$ cat src/rtl/integer_matrix_multiply_unit_defines.svh
// assertion helpers for the matrix multiply top level
`ifndef INTEGER_MATRIX_MULTIPLY_UNIT_DEFINES_SVH
`define INTEGER_MATRIX_MULTIPLY_UNIT_DEFINES_SVH

// same-cycle implication, checked outside reset
`define IMM_ASSERT_NOW(label, clk, rst_n, ante, cons, msg) \
    label: assert property (@(posedge clk) disable iff (!(rst_n)) (ante) |-> (cons)) \
        else $error(msg);

// next-cycle implication, checked outside reset
`define IMM_ASSERT_NEXT(label, clk, rst_n, ante, cons, msg) \
    label: assert property (@(posedge clk) disable iff (!(rst_n)) (ante) |=> (cons)) \
        else $error(msg);

`endif

$ cat src/rtl/imm_pkg.sv
package imm_pkg;

    // fixed field widths
    localparam int DIM_W   = 4;
    localparam int IDX_W   = 3;
    localparam int SUM_W   = 35;
    localparam int CFG_A_W = 2;

    // defaults for the top level parameters
    localparam int DEF_MAX_DIM    = 8;
    localparam int DEF_ELEM_WIDTH = 16;

    // configuration register indexes
    localparam logic [CFG_A_W-1:0] CFG_ROWS_A    = 2'd0;
    localparam logic [CFG_A_W-1:0] CFG_INNER_DIM = 2'd1;
    localparam logic [CFG_A_W-1:0] CFG_COLS_B    = 2'd2;

    typedef enum logic [1:0] {
        ST_LOAD,
        ST_COMPUTE,
        ST_DRAIN
    } t_state;

    // control that travels with each multiply-accumulate step
    typedef struct packed {
        logic             valid;
        logic             first;
        logic             last_k;
        logic             last;
        logic [IDX_W-1:0] row;
        logic [IDX_W-1:0] col;
    } t_tag;

    // zero acts as one, anything above the limit acts as the limit
    function automatic logic [DIM_W-1:0] eff_dim(input logic [DIM_W-1:0] v,
                                                 input logic [DIM_W-1:0] max_v);
        logic [DIM_W-1:0] res;
        if (v == '0) begin
            res = DIM_W'(1);
        end else if (v > max_v) begin
            res = max_v;
        end else begin
            res = v;
        end
        return res;
    endfunction

endpackage

$ cat src/rtl/imm_ram.sv
module imm_ram #(
    parameter int  WIDTH  = 16,
    parameter int  DEPTH  = 64,
    localparam int ADDR_W = (DEPTH > 1) ? $clog2(DEPTH) : 1
) (
    input  logic              i_clk,
    input  logic              i_wr_en,
    input  logic [ADDR_W-1:0] i_wr_addr,
    input  logic [WIDTH-1:0]  i_wr_data,
    input  logic              i_rd_en,
    input  logic [ADDR_W-1:0] i_rd_addr,
    output logic [WIDTH-1:0]  o_rd_data
);

    logic [WIDTH-1:0] r_mem [DEPTH];
    logic [WIDTH-1:0] r_rd_data;

    // one write port, one registered read port
    always_ff @(posedge i_clk) begin
        if (i_wr_en) begin
            r_mem[i_wr_addr] <= i_wr_data;
        end
        if (i_rd_en) begin
            r_rd_data <= r_mem[i_rd_addr];
        end
    end

    assign o_rd_data = r_rd_data;

endmodule

$ cat src/rtl/imm_mac.sv
module imm_mac #(
    parameter int ELEM_WIDTH = imm_pkg::DEF_ELEM_WIDTH
) (
    input  logic                       i_clk,
    input  logic                       i_rst_n,
    input  logic                       i_en,
    input  logic [ELEM_WIDTH-1:0]      i_a,
    input  logic [ELEM_WIDTH-1:0]      i_b,
    input  imm_pkg::t_tag              i_tag,
    output logic                       o_res_valid,
    output logic [imm_pkg::SUM_W-1:0]  o_res_sum,
    output imm_pkg::t_tag              o_res_tag
);

    import imm_pkg::*;

    localparam int PROD_W = 2 * ELEM_WIDTH;
    localparam int WIDE_W = PROD_W + SUM_W;

    logic signed [PROD_W-1:0] r_prod;
    t_tag                     r_tag;
    logic [SUM_W-1:0]         r_acc;
    logic signed [WIDE_W-1:0] prod_ext;
    logic [SUM_W-1:0]         n_sum;

    // product stage tag
    always_ff @(posedge i_clk) begin
        if (!i_rst_n) begin
            r_tag <= '0;
        end else if (i_en) begin
            r_tag <= i_tag;
        end
    end

    // signed multiply, registered
    always_ff @(posedge i_clk) begin
        if (i_en) begin
            r_prod <= $signed(i_a) * $signed(i_b);
        end
    end

    // accumulate modulo the sum width, restart on the first step of a dot product
    assign prod_ext = WIDE_W'(r_prod);
    assign n_sum    = r_tag.first ? prod_ext[SUM_W-1:0] : r_acc + prod_ext[SUM_W-1:0];

    always_ff @(posedge i_clk) begin
        if (i_en && r_tag.valid) begin
            r_acc <= n_sum;
        end
    end

    assign o_res_valid = i_en && r_tag.valid && r_tag.last_k;
    assign o_res_sum   = n_sum;
    assign o_res_tag   = r_tag;

endmodule

$ cat src/rtl/integer_matrix_multiply_unit.sv
// Signed matrix product C = A x B. Set rows_a, inner_dim and cols_b, then send the
// elements of A and then of B, both row-major, one word per cycle with no stall.
// The final B word starts the product: input stalls while one multiply-accumulate
// per cycle, while the output does not stall, walks rows_a*cols_b*inner_dim steps,
// since each store has a single read port, and then while the last steps pass the
// read, multiply and add registers. Results leave row-major with row, column and a
// last flag; output stall freezes that pipeline. Loading may start while the last
// result still waits at the output.
`include "integer_matrix_multiply_unit_defines.svh"

module integer_matrix_multiply_unit #(
    parameter int  MAX_DIM    = imm_pkg::DEF_MAX_DIM,
    parameter int  ELEM_WIDTH = imm_pkg::DEF_ELEM_WIDTH,
    localparam int DEPTH      = MAX_DIM * MAX_DIM,
    localparam int ADDR_W     = (DEPTH > 1) ? $clog2(DEPTH) : 1
) (
    input  logic                         i_clk,
    input  logic                         i_rst_n,
    // configuration
    input  logic                         i_cfg_valid,
    output logic                         o_cfg_ready,
    input  logic [imm_pkg::CFG_A_W-1:0]  i_cfg_index,
    input  logic [imm_pkg::DIM_W-1:0]    i_cfg_data,
    // element input
    input  logic                         i_in_valid,
    output logic                         o_in_stall,
    input  logic [ELEM_WIDTH-1:0]        i_element_value,
    // result output
    output logic                         o_out_valid,
    input  logic                         i_out_stall,
    output logic [imm_pkg::SUM_W-1:0]    o_product_value,
    output logic [imm_pkg::IDX_W-1:0]    o_out_row,
    output logic [imm_pkg::IDX_W-1:0]    o_out_col,
    output logic                         o_last_element
);

    import imm_pkg::*;

    localparam logic [DIM_W-1:0] MAX_D = DIM_W'(MAX_DIM);

    t_state            r_state, n_state;
    logic [DIM_W-1:0]  r_rows_a, r_inner_dim, r_cols_b;
    logic [DIM_W-1:0]  eff_m, eff_n, eff_p;
    logic [DIM_W-1:0]  load_rows, load_cols;
    logic              r_phase_b;
    logic [DIM_W-1:0]  r_lr, r_lc;
    logic [DIM_W-1:0]  r_cm, r_cn, r_cp;
    logic [DIM_W-1:0]  r_ci, r_cj, r_ck;
    logic              cfg_wr, in_acc, load_done, adv, issue;
    logic              k_end, j_end, i_end;
    logic [ADDR_W-1:0] wr_addr, rd_addr_a, rd_addr_b;
    logic [ELEM_WIDTH-1:0] a_data, b_data;
    t_tag              issue_tag, r_s1_tag, res_tag;
    logic              res_valid;
    logic [SUM_W-1:0]  res_sum;
    logic              r_out_valid;
    logic [SUM_W-1:0]  r_out_sum;
    logic [IDX_W-1:0]  r_out_row, r_out_col;
    logic              r_out_last;

    // effective dimensions
    assign eff_m = eff_dim(r_rows_a, MAX_D);
    assign eff_n = eff_dim(r_inner_dim, MAX_D);
    assign eff_p = eff_dim(r_cols_b, MAX_D);

    // configuration registers, always ready
    assign o_cfg_ready = 1'b1;
    assign cfg_wr      = i_cfg_valid && o_cfg_ready;

    always_ff @(posedge i_clk) begin
        if (!i_rst_n) begin
            r_rows_a    <= DIM_W'(1);
            r_inner_dim <= DIM_W'(1);
            r_cols_b    <= DIM_W'(1);
        end else if (cfg_wr) begin
            unique case (i_cfg_index)
                CFG_ROWS_A:    r_rows_a    <= i_cfg_data;
                CFG_INNER_DIM: r_inner_dim <= i_cfg_data;
                CFG_COLS_B:    r_cols_b    <= i_cfg_data;
                default:       ;
            endcase
        end
    end

    // load side: A is rows_a x inner_dim, B is inner_dim x cols_b
    assign load_rows = r_phase_b ? eff_n : eff_m;
    assign load_cols = r_phase_b ? eff_p : eff_n;
    assign in_acc    = i_in_valid && !o_in_stall;
    assign load_done = in_acc && r_phase_b && (r_lr == eff_n - 1'b1)
                       && (r_lc == eff_p - 1'b1);
    assign wr_addr   = ADDR_W'(int'(r_lr) * MAX_DIM + int'(r_lc));

    always_ff @(posedge i_clk) begin
        if (!i_rst_n) begin
            r_phase_b <= 1'b0;
            r_lr      <= '0;
            r_lc      <= '0;
        end else if (cfg_wr) begin
            r_phase_b <= 1'b0;
            r_lr      <= '0;
            r_lc      <= '0;
        end else if (in_acc) begin
            if (r_lc != load_cols - 1'b1) begin
                r_lc <= r_lc + 1'b1;
            end else begin
                r_lc <= '0;
                if (r_lr != load_rows - 1'b1) begin
                    r_lr <= r_lr + 1'b1;
                end else begin
                    r_lr      <= '0;
                    r_phase_b <= !r_phase_b;
                end
            end
        end
    end

    // compute side: walk i, j, k with one read per store each cycle unless the output stalls
    assign adv   = !(r_out_valid && i_out_stall);
    assign issue = (r_state == ST_COMPUTE) && adv;
    assign k_end = (r_ck == r_cn - 1'b1);
    assign j_end = (r_cj == r_cp - 1'b1);
    assign i_end = (r_ci == r_cm - 1'b1);

    assign rd_addr_a = ADDR_W'(int'(r_ci) * MAX_DIM + int'(r_ck));
    assign rd_addr_b = ADDR_W'(int'(r_ck) * MAX_DIM + int'(r_cj));

    always_comb begin
        issue_tag        = '0;
        issue_tag.valid  = issue;
        issue_tag.first  = (r_ck == '0);
        issue_tag.last_k = k_end;
        issue_tag.last   = k_end && j_end && i_end;
        issue_tag.row    = r_ci[IDX_W-1:0];
        issue_tag.col    = r_cj[IDX_W-1:0];
    end

    always_ff @(posedge i_clk) begin
        if (!i_rst_n) begin
            r_ci <= '0;
            r_cj <= '0;
            r_ck <= '0;
            r_cm <= DIM_W'(1);
            r_cn <= DIM_W'(1);
            r_cp <= DIM_W'(1);
        end else if (load_done) begin
            r_ci <= '0;
            r_cj <= '0;
            r_ck <= '0;
            r_cm <= eff_m;
            r_cn <= eff_n;
            r_cp <= eff_p;
        end else if (issue) begin
            if (!k_end) begin
                r_ck <= r_ck + 1'b1;
            end else begin
                r_ck <= '0;
                if (!j_end) begin
                    r_cj <= r_cj + 1'b1;
                end else begin
                    r_cj <= '0;
                    r_ci <= r_ci + 1'b1;
                end
            end
        end
    end

    // tag lines up with the registered read data
    always_ff @(posedge i_clk) begin
        if (!i_rst_n) begin
            r_s1_tag <= '0;
        end else if (adv) begin
            r_s1_tag <= issue_tag;
        end
    end

    // sequencer
    always_ff @(posedge i_clk) begin
        if (!i_rst_n) begin
            r_state <= ST_LOAD;
        end else begin
            r_state <= n_state;
        end
    end

    always_comb begin
        n_state    = r_state;
        o_in_stall = 1'b1;
        unique case (r_state)
            ST_LOAD: begin
                o_in_stall = 1'b0;
                if (load_done) begin
                    n_state = ST_COMPUTE;
                end
            end
            ST_COMPUTE: begin
                if (issue && k_end && j_end && i_end) begin
                    n_state = ST_DRAIN;
                end
            end
            ST_DRAIN: begin
                if (res_valid && res_tag.last) begin
                    n_state = ST_LOAD;
                end
            end
            default: n_state = ST_LOAD;
        endcase
    end

    // element stores
    imm_ram #(
        .WIDTH (ELEM_WIDTH),
        .DEPTH (DEPTH)
    ) u_ram_a (
        .i_clk     (i_clk),
        .i_wr_en   (in_acc && !r_phase_b),
        .i_wr_addr (wr_addr),
        .i_wr_data (i_element_value),
        .i_rd_en   (issue),
        .i_rd_addr (rd_addr_a),
        .o_rd_data (a_data)
    );

    imm_ram #(
        .WIDTH (ELEM_WIDTH),
        .DEPTH (DEPTH)
    ) u_ram_b (
        .i_clk     (i_clk),
        .i_wr_en   (in_acc && r_phase_b),
        .i_wr_addr (wr_addr),
        .i_wr_data (i_element_value),
        .i_rd_en   (issue),
        .i_rd_addr (rd_addr_b),
        .o_rd_data (b_data)
    );

    // multiply-accumulate pipeline
    imm_mac #(
        .ELEM_WIDTH (ELEM_WIDTH)
    ) u_mac (
        .i_clk       (i_clk),
        .i_rst_n     (i_rst_n),
        .i_en        (adv),
        .i_a         (a_data),
        .i_b         (b_data),
        .i_tag       (r_s1_tag),
        .o_res_valid (res_valid),
        .o_res_sum   (res_sum),
        .o_res_tag   (res_tag)
    );

    // output register
    always_ff @(posedge i_clk) begin
        if (!i_rst_n) begin
            r_out_valid <= 1'b0;
        end else if (res_valid) begin
            r_out_valid <= 1'b1;
        end else if (!i_out_stall) begin
            r_out_valid <= 1'b0;
        end
    end

    always_ff @(posedge i_clk) begin
        if (res_valid) begin
            r_out_sum  <= res_sum;
            r_out_row  <= res_tag.row;
            r_out_col  <= res_tag.col;
            r_out_last <= res_tag.last;
        end
    end

    assign o_out_valid     = r_out_valid;
    assign o_product_value = r_out_sum;
    assign o_out_row       = r_out_row;
    assign o_out_col       = r_out_col;
    assign o_last_element  = r_out_last;

    // checks
    `IMM_ASSERT_NOW(a_load_in_range, i_clk, i_rst_n, r_state == ST_LOAD,
        (r_lr < load_rows) && (r_lc < load_cols), "load position outside matrix")
    `IMM_ASSERT_NOW(a_issue_in_range, i_clk, i_rst_n, r_state == ST_COMPUTE,
        (r_ci < r_cm) && (r_cj < r_cp) && (r_ck < r_cn), "compute position outside matrix")
    `IMM_ASSERT_NEXT(a_freeze_on_stall, i_clk, i_rst_n,
        r_out_valid && i_out_stall && r_state == ST_COMPUTE,
        $stable(r_ck) && $stable(r_cj) && $stable(r_ci), "issue advanced while output full")
    `IMM_ASSERT_NEXT(a_drain_ends, i_clk, i_rst_n, res_valid && res_tag.last,
        r_state == ST_LOAD && o_out_valid && o_last_element, "final result did not re-arm")

endmodule

$ cat config.mk
export PLATFORM = sky130hd
export DESIGN_NAME = integer_matrix_multiply_unit
export DESIGN_NICKNAME = d
export VERILOG_FILES = /design/src/rtl/imm_pkg.sv /design/src/rtl/imm_ram.sv /design/src/rtl/imm_mac.sv /design/src/rtl/integer_matrix_multiply_unit.sv
export VERILOG_INCLUDE_DIRS = /design/src /design/src/rtl
export SDC_FILE = /design/constraint.sdc
export NUM_CORES = 2
export LEC_CHECK = 0
export BUFFER_PORTS_ARGS = -buffer_cell sky130_fd_sc_hd__buf_4
export CORE_MARGIN = 10
export CORE_UTILIZATION = 34
export DETAILED_ROUTE_END_ITERATION = 8
export SLEW_MARGIN = 5
export SYNTH_ARGS = -nofsm -noshare
export SYNTH_HDL_FRONTEND = slang
export SYNTH_SLANG_ARGS = --single-unit
export TNS_END_PERCENT = 5
$ cat constraint.sdc
create_clock -name i_clk -period 17.6 [get_ports i_clk]
set_input_delay 0.88 -clock i_clk [delete_from_list [all_inputs] [get_ports i_clk]]
set_output_delay 0.88 -clock i_clk [all_outputs]
set_load 0.01 [all_outputs]
==> metrics.txt <==
CP max stage cell edfxtp_1; syn avg cell area between 15 and 20 µm²; Max Clk Rate 147 MHz; Max Cap Violations 0; hold_ws approximately 0.26 ns; clock buffer depth 4; Final min period 6.78 ns; multi-input logic area about 0.028 mm²; max_slew headroom 0.218; total chip power 12.0 mW; total routed wirelength 237000 µm; Setup crit end kind register; global route total overflow 0; Layout fillers ~26000; core footprint approximately 0.29 mm²; DP Cell Count approximately 8800; critical path cell sequence nand2_1 -> fa_1 -> inv_1 -> fa_1 -> inv_1 -> fa_1 -> inv_1 -> fa_1 -> fa_1 -> inv_1 -> fa_1 -> inv_1 -> ha_1 -> a21o_1 -> a221oi_1 -> o21ai_0 -> nor3_1 -> o21ai_0 -> o21ai_0 -> o21ai_0 -> xnor2_1; DP Area 0.103 mm²; # setup viols final 0; worst vdd ir between 0.00008 and 0.00009 V; most frequent cell after synthesis edfxtp_1; Hold Path Depth 3; post-CTS setup buffer count 0; row cnt approximately 200; worst slack, placed 10.83 ns; Crit Path Class register to register; slowest stage delay, CP about 0.73 ns; Mapped Nets around 5400; largest net degree at the start of global routing 103; R2R depth 21; Root Buffer clkbuf_16; Crit path top cell by count fa_1; post-CTS sizing 0; Reg clk slew, reported paths approximately 0.06 ns; IO Port Bufs 70; dominant cells by area after synthesis edfxtp_1, mux4_2, fa_1; CTS tree yes; Synth top area share 0.674; setup TNS 0 ns; register area approximately 0.067 mm²; Worst Tran Pin Value approximately 1.2 ns; vias per std cell slightly above 5; Die Width 556 µm; Non-Filler Instances about 9200; CTS Hold Bufs 0; dpl hpwl 145000 µm; share of layout cells above drive strength 1 0.235; crit-path max FO 16; initial antenna violation count 21; CP Launch Type register; DR pass1 iterations 5; Post-synth top cells edfxtp_1, mux4_2, inv_1, fa_1, nand2_1; Most used DFF post-synth edfxtp_1; Worst EP arrival around 7.4 ns; Seq/Total Area, Yosys 0.687; vias in the first global route about 49000; initial core utilization 0.342; die area around 0.31 mm²; Mapped Cells 4989; GRT Total Usage 0.151; via count around 48000; area delta synth->final 13.0%; drt initial violations about 4800; Yosys top cell by area edfxtp_1; Worst Path Required 18.20 ns; nets 5673; P_leak approximately 36 nW; Final Skew roughly 0.054 ns; clk sink count about 2300; RSZ-0062 raised after global routing false; synthesized cell area around 0.098 mm²; synth unique cells between 60 and 70; asr flop ratio synth 0; Final GP Congestion 0.819; synthesis-stage register bit count about 2300; run status complete, no violations; clk_lat worst skew a little under 0.9 ns; I/O pins 72; first-pass GRT wire length around 350000 µm; post-route cell area around 0.11 mm²; Final WS setup 10.82 ns; CTS buffer count around 220; residual DRC count 0; EDFF count, synth approximately 2200; Tcrit/Tclk final 0.385; Die H 556 µm; fin. max-slew vios 0; ANT nets after route 0; yosys warns 0; Power Density between 100 and 150 mW/mm²; final hold vios 0; final core occ 0.386; H-tree depth 4; HP Class primary input to register; WL/cell 25.8 µm
## critical path: cells and delay by family (launching register included)
kind,cells,cell delay (ns)
fa+ha+maj,7,3.38
flops,1,0.73
xor+xnor,1,0.15
compound gates,6,1.68
buf+inv,5,0.26
simple gates,2,0.33
## cell families after synthesis
logic type      count (synthesis)  share of synthesized area
flops                        2257                      0.687
compound gates                248                     0.0165
buf+inv                       552                     0.0223
simple gates                  725                     0.0348
mux                           697                      0.158
fa+ha+maj                     398                     0.0713
xor+xnor                      111                    0.00996
other cells                     1                  0.0000384
## path summary, 6_finish.rpt
kind | from | end | slack (ns)
setup reg to reg | u_ram_b.o_rd_data[7] | u_mac.r_prod[29] | 10.82
hold reg to reg | u_mac.o_res_tag[4] | o_out_row[1] | 0.43
hold / removal | i_cfg_data[0] | r_cols_b[0] | 0.26
setup / recovery | u_ram_b.o_rd_data[7] | u_mac.r_prod[29] | 10.82
## flip-flops by register name, indices dropped and copies added (netlist names), 10 cells and up
name	count
u_ram_a.r_mem	1024
u_ram_b.r_mem	1024
o_product_value	35
u_mac.r_acc	35
u_mac.r_prod	32
u_ram_a.o_rd_data	16
u_ram_b.o_rd_data	16
r_s1_tag	10
u_mac.o_res_tag	10
## area by class of cell
type / instances / share of cell area
diodes: 9 / 0.000204
clock buffers: 267 / 0.0525
clock inverters: 123 / 0.00998
inverters: 329 / 0.0112
multi-input cells: 2180 / 0.257
flip-flops and latches: 2257 / 0.608
well taps: 3762 / 0.0427
repair buffers: 258 / 0.0178
## layer usage
metal / part of all wire / track usage / wire length (µm) / vias to the layer above
li1: - / - / - / 20100
met1: 0.42 / 0.209 / 99400 / 25600
met2: 0.49 / 0.249 / 116000 / 1653
met3: 0.071 / 0.0272 / 16800 / 292
met4: 0.020 / 0.0335 / 4670 / 6
met5: 0.00013 / 0 / 32 / -
## report_power, final
group | switching [mW] | total [mW] | internal [mW]
registers | 0.0365 | 6.05 | 6.02
logic | 0.796 | 1.33 | 0.535
clock network | 1.99 | 4.57 | 2.58
## layout by cell type, fill, tap and decap left out, types with 42 or more instances in the layout
cell type	Yosys	routed
nor2_1	199	192
a21oi_1	50	50
nand2_1	248	248
clkbuf_16	0	224
and2_1	135	135
ha_1	135	133
fa_1	263	263
o21ai_0	64	64
dfxtp_1	68	61
edfxtp_1	2189	2189
buf_4	3	256
xor2_1	44	42
xnor2_1	67	67
mux4_2	672	672
inv_1	329	328
(Power assumes the default switching activity.)
